<file path="config.mk">
export PLATFORM = sky130hd
export DESIGN_NAME = serial_motor_command_decoder_unit
export DESIGN_NICKNAME = d
export VERILOG_FILES = /design/src/hdl/smcd_pkg.sv /design/src/hdl/smcd_decode.sv /design/src/hdl/serial_motor_command_decoder_unit.sv
export SDC_FILE = /design/constraint.sdc
export NUM_CORES = 1
export LEC_CHECK = 0
export BUFFER_PORTS_ARGS = -buffer_cell sky130_fd_sc_hd__buf_2
export CORE_MARGIN = 1
export CORE_UTILIZATION = 51
export DETAILED_ROUTE_END_ITERATION = 8
export PLACE_DENSITY = 0.72
export SYNTH_ARGS = -nofsm -noshare
export SYNTH_HDL_FRONTEND = slang
export SYNTH_SLANG_ARGS = --single-unit
</file>
<file path="constraint.sdc">
create_clock -name clock -period 3.6 [get_ports clock]
set_clock_uncertainty 0.1 [all_clocks]
set_input_delay 0.36 -clock clock [delete_from_list [all_inputs] [get_ports clock]]
set_output_delay 0.36 -clock clock [all_outputs]
set_load 0.03 [all_outputs]
</file>
<file path="src/hdl/smcd_pkg.sv">
// Shared types and constants for the serial motor command decoder.
// Holds the item and result structs, command byte codes and sequence phase codes.
// No dependencies.
package smcd_pkg;

   localparam int unsigned REQ_DATA_W = 24;
   localparam int unsigned RSP_DATA_W = 32;
   localparam int unsigned SIDX_W     = 5;

   localparam logic MODE_COMMAND = 1'b0;
   localparam logic MODE_SENSOR  = 1'b1;

   localparam logic [7:0] CMD_FORWARD     = 8'h61;
   localparam logic [7:0] CMD_BACKWARD    = 8'h62;
   localparam logic [7:0] CMD_LEFT        = 8'h63;
   localparam logic [7:0] CMD_RIGHT       = 8'h64;
   localparam logic [7:0] CMD_STOP        = 8'h65;
   localparam logic [7:0] CMD_BUZZ_ON     = 8'h66;
   localparam logic [7:0] CMD_BUZZ_OFF    = 8'h67;
   localparam logic [7:0] CMD_REPLY_FIRST = 8'h68;
   localparam logic [7:0] CMD_REPLY_LAST  = 8'h78;
   localparam logic [7:0] CMD_SPEED_L     = 8'h79;
   localparam logic [7:0] CMD_SPEED_L2    = 8'h7A;
   localparam logic [7:0] CMD_SPEED_R     = 8'h41;
   localparam logic [7:0] CMD_SPEED_R2    = 8'h42;

   localparam logic [3:0] DIR_FORWARD  = 4'h6;
   localparam logic [3:0] DIR_BACKWARD = 4'h9;
   localparam logic [3:0] DIR_LEFT     = 4'h5;
   localparam logic [3:0] DIR_RIGHT    = 4'hA;
   localparam logic [3:0] DIR_STOP     = 4'h0;

   localparam logic [7:0] DUTY_RESET = 8'hFF;

   localparam logic [2:0] PH_IDLE   = 3'd0;
   localparam logic [2:0] PH_LEFT   = 3'd1;
   localparam logic [2:0] PH_LEFT2  = 3'd2;
   localparam logic [2:0] PH_RIGHT  = 3'd3;
   localparam logic [2:0] PH_RIGHT2 = 3'd4;

   typedef struct packed {
      logic              mode;
      logic [7:0]        rx_byte;
      logic [SIDX_W-1:0] sensor_index;
      logic [7:0]        sensor_value;
   } item_type;

   typedef struct packed {
      logic [3:0] direction;
      logic       buzzer;
      logic [7:0] left_duty;
      logic [7:0] right_duty;
      logic       reply_valid;
      logic [7:0] reply_byte;
   } result_type;

endpackage

</file>
<file path="src/hdl/smcd_decode.sv">
// Command decoder core: sequence phase, motor and buzzer state, sensor store.
// Computes the result of one item and commits the state when the item advances.
// Depends on smcd_pkg.
module smcd_decode
   import smcd_pkg::*;
#(
   parameter int unsigned SENSOR_COUNT = 17
) (
   input  logic       clock,
   input  logic       reset,
   input  logic       advance,
   input  item_type   item,
   output result_type result
);

   localparam int unsigned IDX_W = (SENSOR_COUNT > 1) ? $clog2(SENSOR_COUNT) : 1;
   localparam logic [SIDX_W-1:0] COUNT_LIM = SIDX_W'(SENSOR_COUNT);

   logic [2:0] phase_ff, phase_in;
   logic [7:0] pending_left_ff, pending_left_in;
   logic [7:0] pending_right_ff, pending_right_in;
   logic [7:0] left_pwm_ff, left_pwm_in;
   logic [7:0] right_pwm_ff, right_pwm_in;
   logic [3:0] dir_ff, dir_in;
   logic       buzz_ff, buzz_in;
   logic [7:0] store_ff [SENSOR_COUNT];

   logic              store_wr;
   logic              reply_valid;
   logic [7:0]        reply_byte;
   logic [SIDX_W-1:0] reply_idx;
   logic [7:0]        rx;

   assign rx = item.rx_byte;

   always_comb begin
      phase_in         = phase_ff;
      pending_left_in  = pending_left_ff;
      pending_right_in = pending_right_ff;
      left_pwm_in      = left_pwm_ff;
      right_pwm_in     = right_pwm_ff;
      dir_in           = dir_ff;
      buzz_in          = buzz_ff;
      store_wr         = 1'b0;
      reply_valid      = 1'b0;
      reply_byte       = 8'h00;
      reply_idx        = SIDX_W'(rx - CMD_REPLY_FIRST);
      if (item.mode == MODE_SENSOR) begin
         store_wr = (item.sensor_index < COUNT_LIM);
      end else begin
         phase_in = PH_IDLE;
         case (phase_ff)
            PH_LEFT: begin
               pending_left_in = rx;
            end
            PH_LEFT2: begin
               pending_left_in = {rx[6:0], 1'b0};
            end
            PH_RIGHT: begin
               pending_right_in = rx;
               left_pwm_in      = pending_left_ff;
               right_pwm_in     = rx;
            end
            PH_RIGHT2: begin
               pending_right_in = {rx[6:0], 1'b0};
               left_pwm_in      = pending_left_ff;
               right_pwm_in     = {rx[6:0], 1'b0};
            end
            default: begin
               case (rx)
                  CMD_FORWARD:  dir_in   = DIR_FORWARD;
                  CMD_BACKWARD: dir_in   = DIR_BACKWARD;
                  CMD_LEFT:     dir_in   = DIR_LEFT;
                  CMD_RIGHT:    dir_in   = DIR_RIGHT;
                  CMD_STOP:     dir_in   = DIR_STOP;
                  CMD_BUZZ_ON:  buzz_in  = 1'b1;
                  CMD_BUZZ_OFF: buzz_in  = 1'b0;
                  CMD_SPEED_L:  phase_in = PH_LEFT;
                  CMD_SPEED_L2: phase_in = PH_LEFT2;
                  CMD_SPEED_R:  phase_in = PH_RIGHT;
                  CMD_SPEED_R2: phase_in = PH_RIGHT2;
                  default: begin
                     if (rx inside {[CMD_REPLY_FIRST:CMD_REPLY_LAST]} &&
                         reply_idx < COUNT_LIM) begin
                        reply_valid = 1'b1;
                        reply_byte  = store_ff[reply_idx[IDX_W-1:0]];
                     end
                  end
               endcase
            end
         endcase
      end
   end

   always_comb begin
      result.direction   = dir_in;
      result.buzzer      = buzz_in;
      result.left_duty   = left_pwm_in;
      result.right_duty  = right_pwm_in;
      result.reply_valid = reply_valid;
      result.reply_byte  = reply_byte;
   end

   always_ff @(posedge clock) begin
      if (reset) begin
         phase_ff         <= PH_IDLE;
         pending_left_ff  <= 8'h00;
         pending_right_ff <= 8'h00;
         left_pwm_ff      <= DUTY_RESET;
         right_pwm_ff     <= DUTY_RESET;
         dir_ff           <= DIR_STOP;
         buzz_ff          <= 1'b0;
      end else if (advance) begin
         phase_ff         <= phase_in;
         pending_left_ff  <= pending_left_in;
         pending_right_ff <= pending_right_in;
         left_pwm_ff      <= left_pwm_in;
         right_pwm_ff     <= right_pwm_in;
         dir_ff           <= dir_in;
         buzz_ff          <= buzz_in;
      end
   end

   always_ff @(posedge clock) begin
      for (int i = 0; i < SENSOR_COUNT; i++) begin
         if (reset) begin
            store_ff[i] <= 8'h00;
         end else if (advance && store_wr &&
                      item.sensor_index[IDX_W-1:0] == IDX_W'(i)) begin
            store_ff[i] <= item.sensor_value;
         end
      end
   end

endmodule

</file>
<file path="src/hdl/serial_motor_command_decoder_unit.sv">
// Top level of the serial motor command decoder: input and result registers
// around the decoder core. Depends on smcd_pkg and smcd_decode.
//
// Usage: each word on the req channel is either a received serial byte
// (tuser low) or a sensor store update (tuser high). Every accepted word
// produces exactly one word on the rsp channel with the current wheel
// direction, buzzer, applied duties and an optional sensor reply byte;
// rsp_tuser marks that the reply byte is valid.
// An accepted req word is loaded into the input register; when the result
// register is free or being taken, the decoder's result is loaded into the
// result register, which drives rsp_tvalid.
// One word per cycle is accepted while the receiver takes each result; the
// decoder state is committed in the same cycle the result register is loaded,
// so consecutive words see each other's effects in order.
// When the receiver stalls, the result register holds its word and the input
// register fills; req_tready then drops until the result is taken.
// Reset empties both registers, returns the decoder to idle, sets both duties
// to 255 and clears the sensor store.
module serial_motor_command_decoder_unit
   import smcd_pkg::*;
#(
   parameter int unsigned SENSOR_COUNT = 17
) (
   input  logic                  clock,
   input  logic                  reset,
   input  logic                  req_tvalid,
   output logic                  req_tready,
   // rx_byte[7:0], sensor_index[12:8], sensor_value[20:13], zero[23:21]
   input  logic [REQ_DATA_W-1:0] req_tdata,
   // mode[0]
   input  logic                  req_tuser,
   output logic                  rsp_tvalid,
   input  logic                  rsp_tready,
   // direction[3:0], buzzer[4], left_duty[12:5], right_duty[20:13],
   // reply_byte[28:21], zero[31:29]
   output logic [RSP_DATA_W-1:0] rsp_tdata,
   // reply_valid[0]
   output logic                  rsp_tuser
);

   logic       in_valid_ff;
   item_type   in_item_ff;
   logic       rsp_valid_ff;
   result_type rsp_ff;
   result_type result;
   logic       advance;

   assign advance    = in_valid_ff && (!rsp_valid_ff || rsp_tready);
   assign req_tready = !in_valid_ff || advance;

   always_ff @(posedge clock) begin
      if (reset) begin
         in_valid_ff  <= 1'b0;
         rsp_valid_ff <= 1'b0;
      end else begin
         if (req_tready) begin
            in_valid_ff <= req_tvalid;
         end
         if (advance) begin
            rsp_valid_ff <= 1'b1;
         end else if (rsp_tready) begin
            rsp_valid_ff <= 1'b0;
         end
      end
   end

   always_ff @(posedge clock) begin
      if (req_tready && req_tvalid) begin
         in_item_ff.mode         <= req_tuser;
         in_item_ff.rx_byte      <= req_tdata[7:0];
         in_item_ff.sensor_index <= req_tdata[12:8];
         in_item_ff.sensor_value <= req_tdata[20:13];
      end
      if (advance) begin
         rsp_ff <= result;
      end
   end

   smcd_decode #(
      .SENSOR_COUNT(SENSOR_COUNT)
   ) u_decode (
      .clock  (clock),
      .reset  (reset),
      .advance(advance),
      .item   (in_item_ff),
      .result (result)
   );

   assign rsp_tvalid = rsp_valid_ff;
   assign rsp_tuser  = rsp_ff.reply_valid;
   assign rsp_tdata  = {3'b000, rsp_ff.reply_byte, rsp_ff.right_duty,
                        rsp_ff.left_duty, rsp_ff.buzzer, rsp_ff.direction};

endmodule

</file>
==> results of run 1 <==
-- timing repair --
item / 4_1_cts / 5_1_grt
hold endpoints to repair: 23 / 0
resized for setup: 0 / 0
hold buffers: 23 / 0
-- how the worst min path moves through the flow --
stage	slack, ps	to	cells past startpoint
after floorplan	340	u_decode.dir_ff[0]	2
after global placement	350	u_decode.dir_ff[0]	2
after detailed placement	370	u_decode.dir_ff[0]	2
after CTS	80	rsp_tvalid	4
after global routing	150	rsp_tvalid	4
final	100	rsp_tvalid	4
-- critical path: cells and delay by family, from the launching register on --
| kind | cells | cell delay, ps |
|---|---|---|
| DFF | 1 | 990 |
| muxes | 2 | 940 |
| AOI/OAI and AO/OA | 2 | 430 |
-- registers in the layout (all words and copies together) (netlist names) --
| register | flops |
|---|---|
| u_decode.dir_ff | 4 |
| rsp_tuser | 1 |
| u_decode.buzz_ff | 1 |
| u_decode.pending_left_ff | 8 |
| rsp_tvalid | 1 |
| u_decode.phase_ff | 3 |
| u_decode.store_ff | 136 |
| u_decode.right_pwm_ff | 8 |
| in_valid_ff | 1 |
| rsp_tdata | 29 |
| u_decode.left_pwm_ff | 8 |
| in_item_ff | 22 |
-- metal layers --
| layer | track usage | vias up |
|---|---|---|
| met5 | 0 | - |
| met2 | 0.379 | 213 |
| met1 | 0.286 | 3129 |
| met3 | 0.0288 | 36 |
| met4 | 0.0832 | 0 |
| li1 | - | 2949 |
-- stage by stage --
stage	utilization	total power (uW)	area, um^2	cells
3_3_place_gp	0.545	3310	10600	1032
4_1_cts	0.598	5810	11600	1097
3_5_place_dp	0.545	3330	10600	1032
2_1_floorplan	-	3210	10100	750
6_report	0.598	5790	11600	1097
5_1_grt	0.598	5960	11600	1097
-- power by group --
| group | total (uW) | switching, uW | internal [uW] |
|---|---|---|---|
| clock network | 2490 | 968 | 1520 |
| registers | 2950 | 81.2 | 2870 |
| logic | 343 | 205 | 138 |
| total | 5790 | 1250 | 4530 |
-- cell families (layout without fill, tap and decap cells) --
logic type | Yosys count | in the layout | synth area share
DFF | 222 | 222 | 0.624
muxes | 65 | 65 | 0.0883
other | 1 | 3 | 0.000370
adders and majority gates | 2 | 2 | 0.00247
xor gates and xnor gates | 4 | 4 | 0.00346
and+or+nand+nor | 258 | 258 | 0.154
AOI/OAI and AO/OA | 136 | 136 | 0.100
buffers and inverters | 60 | 142 | 0.0263
-- cell usage in the layout (no fill, tap or decap), types with 12 or more instances in the layout --
cell type	Yosys	final
a21oi_1	19	19
buf_2	12	57
and2_1	155	155
mux2i_1	32	32
mux4_2	18	18
nor2_1	33	33
a211oi_1	21	21
nor3_1	12	12
dfxtp_1	34	34
dlygate4sd3_1	0	23
edfxtp_1	188	188
mux2_2	15	15
clkbuf_16	0	23
o22ai_1	15	15
a211o_1	16	16
a21o_1	13	13
-- final cells by class --
class / instances / area, um^2 / area share
Clock inverter: 11 / 155 / 0.0133
Sequential cell: 222 / 6330 / 0.544
Clock buffer: 31 / 636 / 0.0546
Inverter: 10 / 37.5 / 0.00323
Multi-Input combinational cell: 468 / 3550 / 0.305
Tap cell: 265 / 332 / 0.0285
Timing Repair Buffer: 90 / 603 / 0.0518
-- synth_stat cells, drive strengths merged, types with 3 or more instances --
cell type / number / area, um^2
nand2: 8 / 30.0
buf: 19 / 113
a22o: 8 / 70.1
mux2i: 32 / 320
a21oi: 20 / 104
xor2: 3 / 26.3
dfxtp: 34 / 681
mux4: 18 / 405
nor2b: 7 / 43.8
nand4: 7 / 50.1
nand3b: 3 / 22.5
a31o: 4 / 35.0
a31oi: 6 / 37.5
o21bai: 8 / 60.1
and2: 155 / 970
edfxtp: 188 / 5650
inv: 10 / 37.5
a211oi: 21 / 158
nor4: 3 / 18.8
mux2: 15 / 169
clkbuf: 31 / 116
o31ai: 3 / 22.5
nand2b: 8 / 50.1
a211o: 16 / 140
o22ai: 15 / 93.8
a22oi: 4 / 30.0
nor3b: 4 / 30.0
nor2: 34 / 130
nor3: 12 / 60.1
a21o: 13 / 97.6
o21ai: 3 / 15.0
==> impl_metrics.env, run 1 <==
export IMPL_status="finished, final reports clean"
export IMPL_peakVddDrop_uv=315
export IMPL_wl_met3_um=1030
export IMPL_maxCapViolations=0
export IMPL_routed_via_density=5.77
export IMPL_yosysWarnings=0
export IMPL_area_growth_syn_to_layout_pct=14.8
export IMPL_track_usage=0.221
export IMPL_power_density_nw_per_um2=497
export IMPL_io_pins=64
export IMPL_slowest_stage="edfxtp_1"
export IMPL_hp_class="primary input to register"
export IMPL_cts_buffers=23
export IMPL_dpl_worst_slack_ps=795
export IMPL_crit_end="rsp_tdata[22]"
export IMPL_period_share=0.771
export IMPL_drive_gt1_frac=0.179
export IMPL_whs_ps=98.8
export IMPL_synth_seq_cells=222
export IMPL_antenna_cells=0
export IMPL_post_cts_setup_buffer_count=0
export IMPL_cts_sinks=222
export IMPL_crit_path_end_kind="register"
export IMPL_slowest_delay_ps=990
export IMPL_root_buffer="clkbuf_16"
export IMPL_crit_start="in_item_ff[13]"
export IMPL_num_rows=51
export IMPL_wl_um=21600
export IMPL_regToRegStartpoint="in_item_ff[13]"
export IMPL_cts_tree="done"
export IMPL_routed_top_layer="met4"
export IMPL_worst_slew_pin_slew_ps=1250
export IMPL_vias=6327
export IMPL_ys_async_sr_fraction=0
export IMPL_critPathLaunchType="register"
export IMPL_wl_met2_um=10700
export IMPL_required_ps=3710
export IMPL_fmax_ghz=0.360
export IMPL_rsz0062_at_grt="no"
export IMPL_slew_violations=0
export IMPL_synthCells=748
export IMPL_r2r_slack_ps=820
export IMPL_io_buffer_count=57
export IMPL_clk_latency_ps=520
export IMPL_wl_met1_um=9180
export IMPL_crit_arrival_ps=2890
export IMPL_cp_max_fo=16
export IMPL_synth_edff_count=188
export IMPL_antenna_found_initial=0
export IMPL_nets=846
export IMPL_hp_start="rsp_tready"
export IMPL_seq_area_frac_synth=0.624
export IMPL_grt_first_pass_wirelength_um=34400
export IMPL_place_detailed_hpwl_um=14600
export IMPL_worst_slack_ps=825
export IMPL_ys_flop_type="edfxtp_1"
export IMPL_setup_viol=0
export IMPL_leakagePower_uw=0.00419
export IMPL_gp_congestion=0.824
export IMPL_h_tree_depth=1
export IMPL_cts_reportedPaths_clkPinSlew_ps=60
export IMPL_start_util=0.521
export IMPL_ys_types=64
export IMPL_critPathKind="register to register"
export IMPL_grt_pass1_vias=6428
export IMPL_r2r_cells=4
export IMPL_period_needed_ps=2780
export IMPL_wl_per_cell_um=19.7
export IMPL_ant_nets=0
export IMPL_grt_max_degree=62
export IMPL_drc=0
export IMPL_finalSetupTns_ps=0
export IMPL_maxSlewHeadroom=0.166
export IMPL_syn_area_per_cell_um2=13.5
export IMPL_path_common_cell="a211oi_1"
export IMPL_clk_path_buf_depth=3
export IMPL_grt_ovfl_total=0
export IMPL_path_cells="mux4_2, mux2_2, a211oi_1, a211oi_1"
export IMPL_dieArea_um2=20400
export IMPL_drt_initial_drc_count=426
export IMPL_fillers=1495
export IMPL_dieWidth_um=143
export IMPL_syn_cell_area_um2=10100
export IMPL_fp_dieH_um=143
export IMPL_core_region_area_um2=19500
export IMPL_first_pass_iters=5
export IMPL_r2r_end="rsp_tdata[22]"
export IMPL_hold_viol_final=0
Power figures use the tool's default switching activity.
==> run 2, diff against run 1 <==
==> constraint.sdc (replaced) <==
create_clock -name clock -period 2.7 [get_ports clock]
set_clock_uncertainty 0.1 [all_clocks]
set_input_delay 0.27 -clock clock [delete_from_list [all_inputs] [get_ports clock]]
set_output_delay 0.27 -clock clock [all_outputs]
set_load 0.03 [all_outputs]
==> run 2 against run 1 <==
Effect of this change: clock-buffer cell count is 1 lower; via count up 0.81%; core utilization grew 0.99 points; register-to-register slack lost 520 ps; total power up 30%; sequential share of layout area down 0.89 points; critical path type unchanged; highest routed layer unchanged.
==> impl_metrics.env, run 2 (same netlist as run 1, synthesis figures left out) <==
export IMPL_wl_per_cell_um=19.7
export IMPL_num_rows=51
export IMPL_start_util=0.521
export IMPL_layout_common_cells="edfxtp_1 (188), and2_1 (155), buf_2 (57)"
export IMPL_largest_reg_flops=136
export IMPL_crit_end="u_decode.left_pwm_ff[0]"
export IMPL_finalNonFillerCells=1128
export IMPL_maxCapViolations=0
export IMPL_gp_congestion=0.833
export IMPL_period_needed_ps=2400
export IMPL_root_buffer="clkbuf_16"
export IMPL_grt_first_pass_wirelength_um=35200
export IMPL_crit_start="u_decode.phase_ff[1]"
export IMPL_largest_register="u_decode.store_ff"
export IMPL_regToRegStartpoint="u_decode.phase_ff[1]"
export IMPL_crit_arrival_ps=2700
export IMPL_clk_path_buf_depth=3
export IMPL_r2r_slack_ps=300
export IMPL_critPathLaunchType="register"
export IMPL_cts_buffers=23
export IMPL_r2r_cells=5
export IMPL_dpl_worst_slack_ps=287
export IMPL_cts_resized=0
export IMPL_dieWidth_um=143
export IMPL_grt_max_degree=42
export IMPL_period_share=0.889
export IMPL_antenna_cells=0
export IMPL_fmax_ghz=0.417
export IMPL_io_buffer_count=57
export IMPL_r2r_end="u_decode.left_pwm_ff[0]"
export IMPL_dieArea_um2=20400
export IMPL_cts_reportedPaths_clkPinSlew_ps=60
export IMPL_power_uw=7530
export IMPL_wl_um=22200
export IMPL_setup_viol=0
export IMPL_leakagePower_uw=0.00433
export IMPL_vias=6378
export IMPL_maxSlewHeadroom=0.220
export IMPL_worst_slew_pin_slew_ps=1170
export IMPL_hp_class="primary input to register"
export IMPL_slew_violations=0
export IMPL_worst_slack_ps=300
export IMPL_final_common_cell="edfxtp_1"
export IMPL_io_pins=64
export IMPL_antenna_found_initial=0
export IMPL_ant_nets=0
export IMPL_rsz0062_at_grt="no"
export IMPL_nets=877
export IMPL_area_growth_syn_to_layout_pct=16.7
export IMPL_fp_dieH_um=143
export IMPL_routed_via_density=5.65
export IMPL_critPathKind="register to register"
export IMPL_cts_sinks=222
export IMPL_h_tree_depth=1
export IMPL_finalSetupTns_ps=0
export IMPL_track_usage=0.228
export IMPL_required_ps=3000
export IMPL_clk_latency_ps=520
export IMPL_grt_pass1_vias=6453
export IMPL_cp_max_fo=17
export IMPL_drt_initial_drc_count=487
export IMPL_crit_path_end_kind="register"
export IMPL_place_detailed_hpwl_um=15100
export IMPL_power_density_nw_per_um2=637
export IMPL_cts_tree="done"
export IMPL_drive_gt1_frac=0.210
export IMPL_core_region_area_um2=19500
export IMPL_dp_cells=1062
export IMPL_peakVddDrop_uv=446
export IMPL_grt_ovfl_total=0
export IMPL_first_pass_iters=5
export IMPL_hold_viol_final=0
export IMPL_whs_ps=360
export IMPL_drc=0
export IMPL_status="finished, final reports clean"
## run 2: changes by cell type in the layout (fill, tap and decap cells not counted), moves of 2 or more
| cell | previous run | this run |
|---|---|---|
| buf_4 | 9 | 39 |
| bufinv_16 | 4 | 2 |
| clkinv_2 | 3 | 5 |
| clkinvlp_4 | 0 | 2 |
## run 2: where the power goes
part | internal, uW | switching (uW)
clock network | 1840 | 1280
registers | 3830 | 95.6
logic | 200 | 290
total | 5870 | 1660
## run 2: through the flow
step	utilization	instance area [um^2]
after detailed placement	0.557	10800
final	0.608	11800
after global routing	0.608	11800
after global placement	0.557	10800
after CTS	0.608	11800
after floorplan	-	10100
## run 2: worst min path at each step
stage / startpoint / end / slack (ps) / cells after the start
after floorplan: req_tdata[13] / in_item_ff[0] / 270 / 0
after detailed placement: req_tdata[15] / in_item_ff[2] / 350 / 1
after global routing: req_tdata[18] / in_item_ff[5] / 360 / 2
after global placement: req_tdata[9] / in_item_ff[9] / 350 / 1
after CTS: req_tdata[15] / in_item_ff[2] / 340 / 2
final: req_tdata[15] / in_item_ff[2] / 360 / 2
## run 2: what timing repair did
action                                 4_1_cts  5_1_grt
setup buffers                                0        0
endpoints found under the hold margin       24        0
hold buffers                                24        0
## run 2: layer usage
metal  GRT usage  up-vias  wire, um
met5           0        -         0
met1       0.289     3103      9170
met4      0.0792        0       688
met3      0.0362       47      1220
met2       0.396      215     11100
li1            -     3013         -
## run 2: cell type report
| type | instances | area (um^2) |
|---|---|---|
| clock buffer | 30 | 632 |
| clock inverter | 12 | 116 |
| fill | 1465 | 7630 |
| inverter | 10 | 37.5 |
| multi-input combinational | 468 | 3550 |
| sequential | 222 | 6330 |
| tap | 265 | 332 |
| timing repair buffer | 121 | 838 |
## run 2: worst max-delay path, cell delays in order (launching register included)
cell and delay, ps:
dfxtp_1 580, nor4b_4 80, buf_4 180, nor2_2 640, nor2_1 320, a211o_1 370
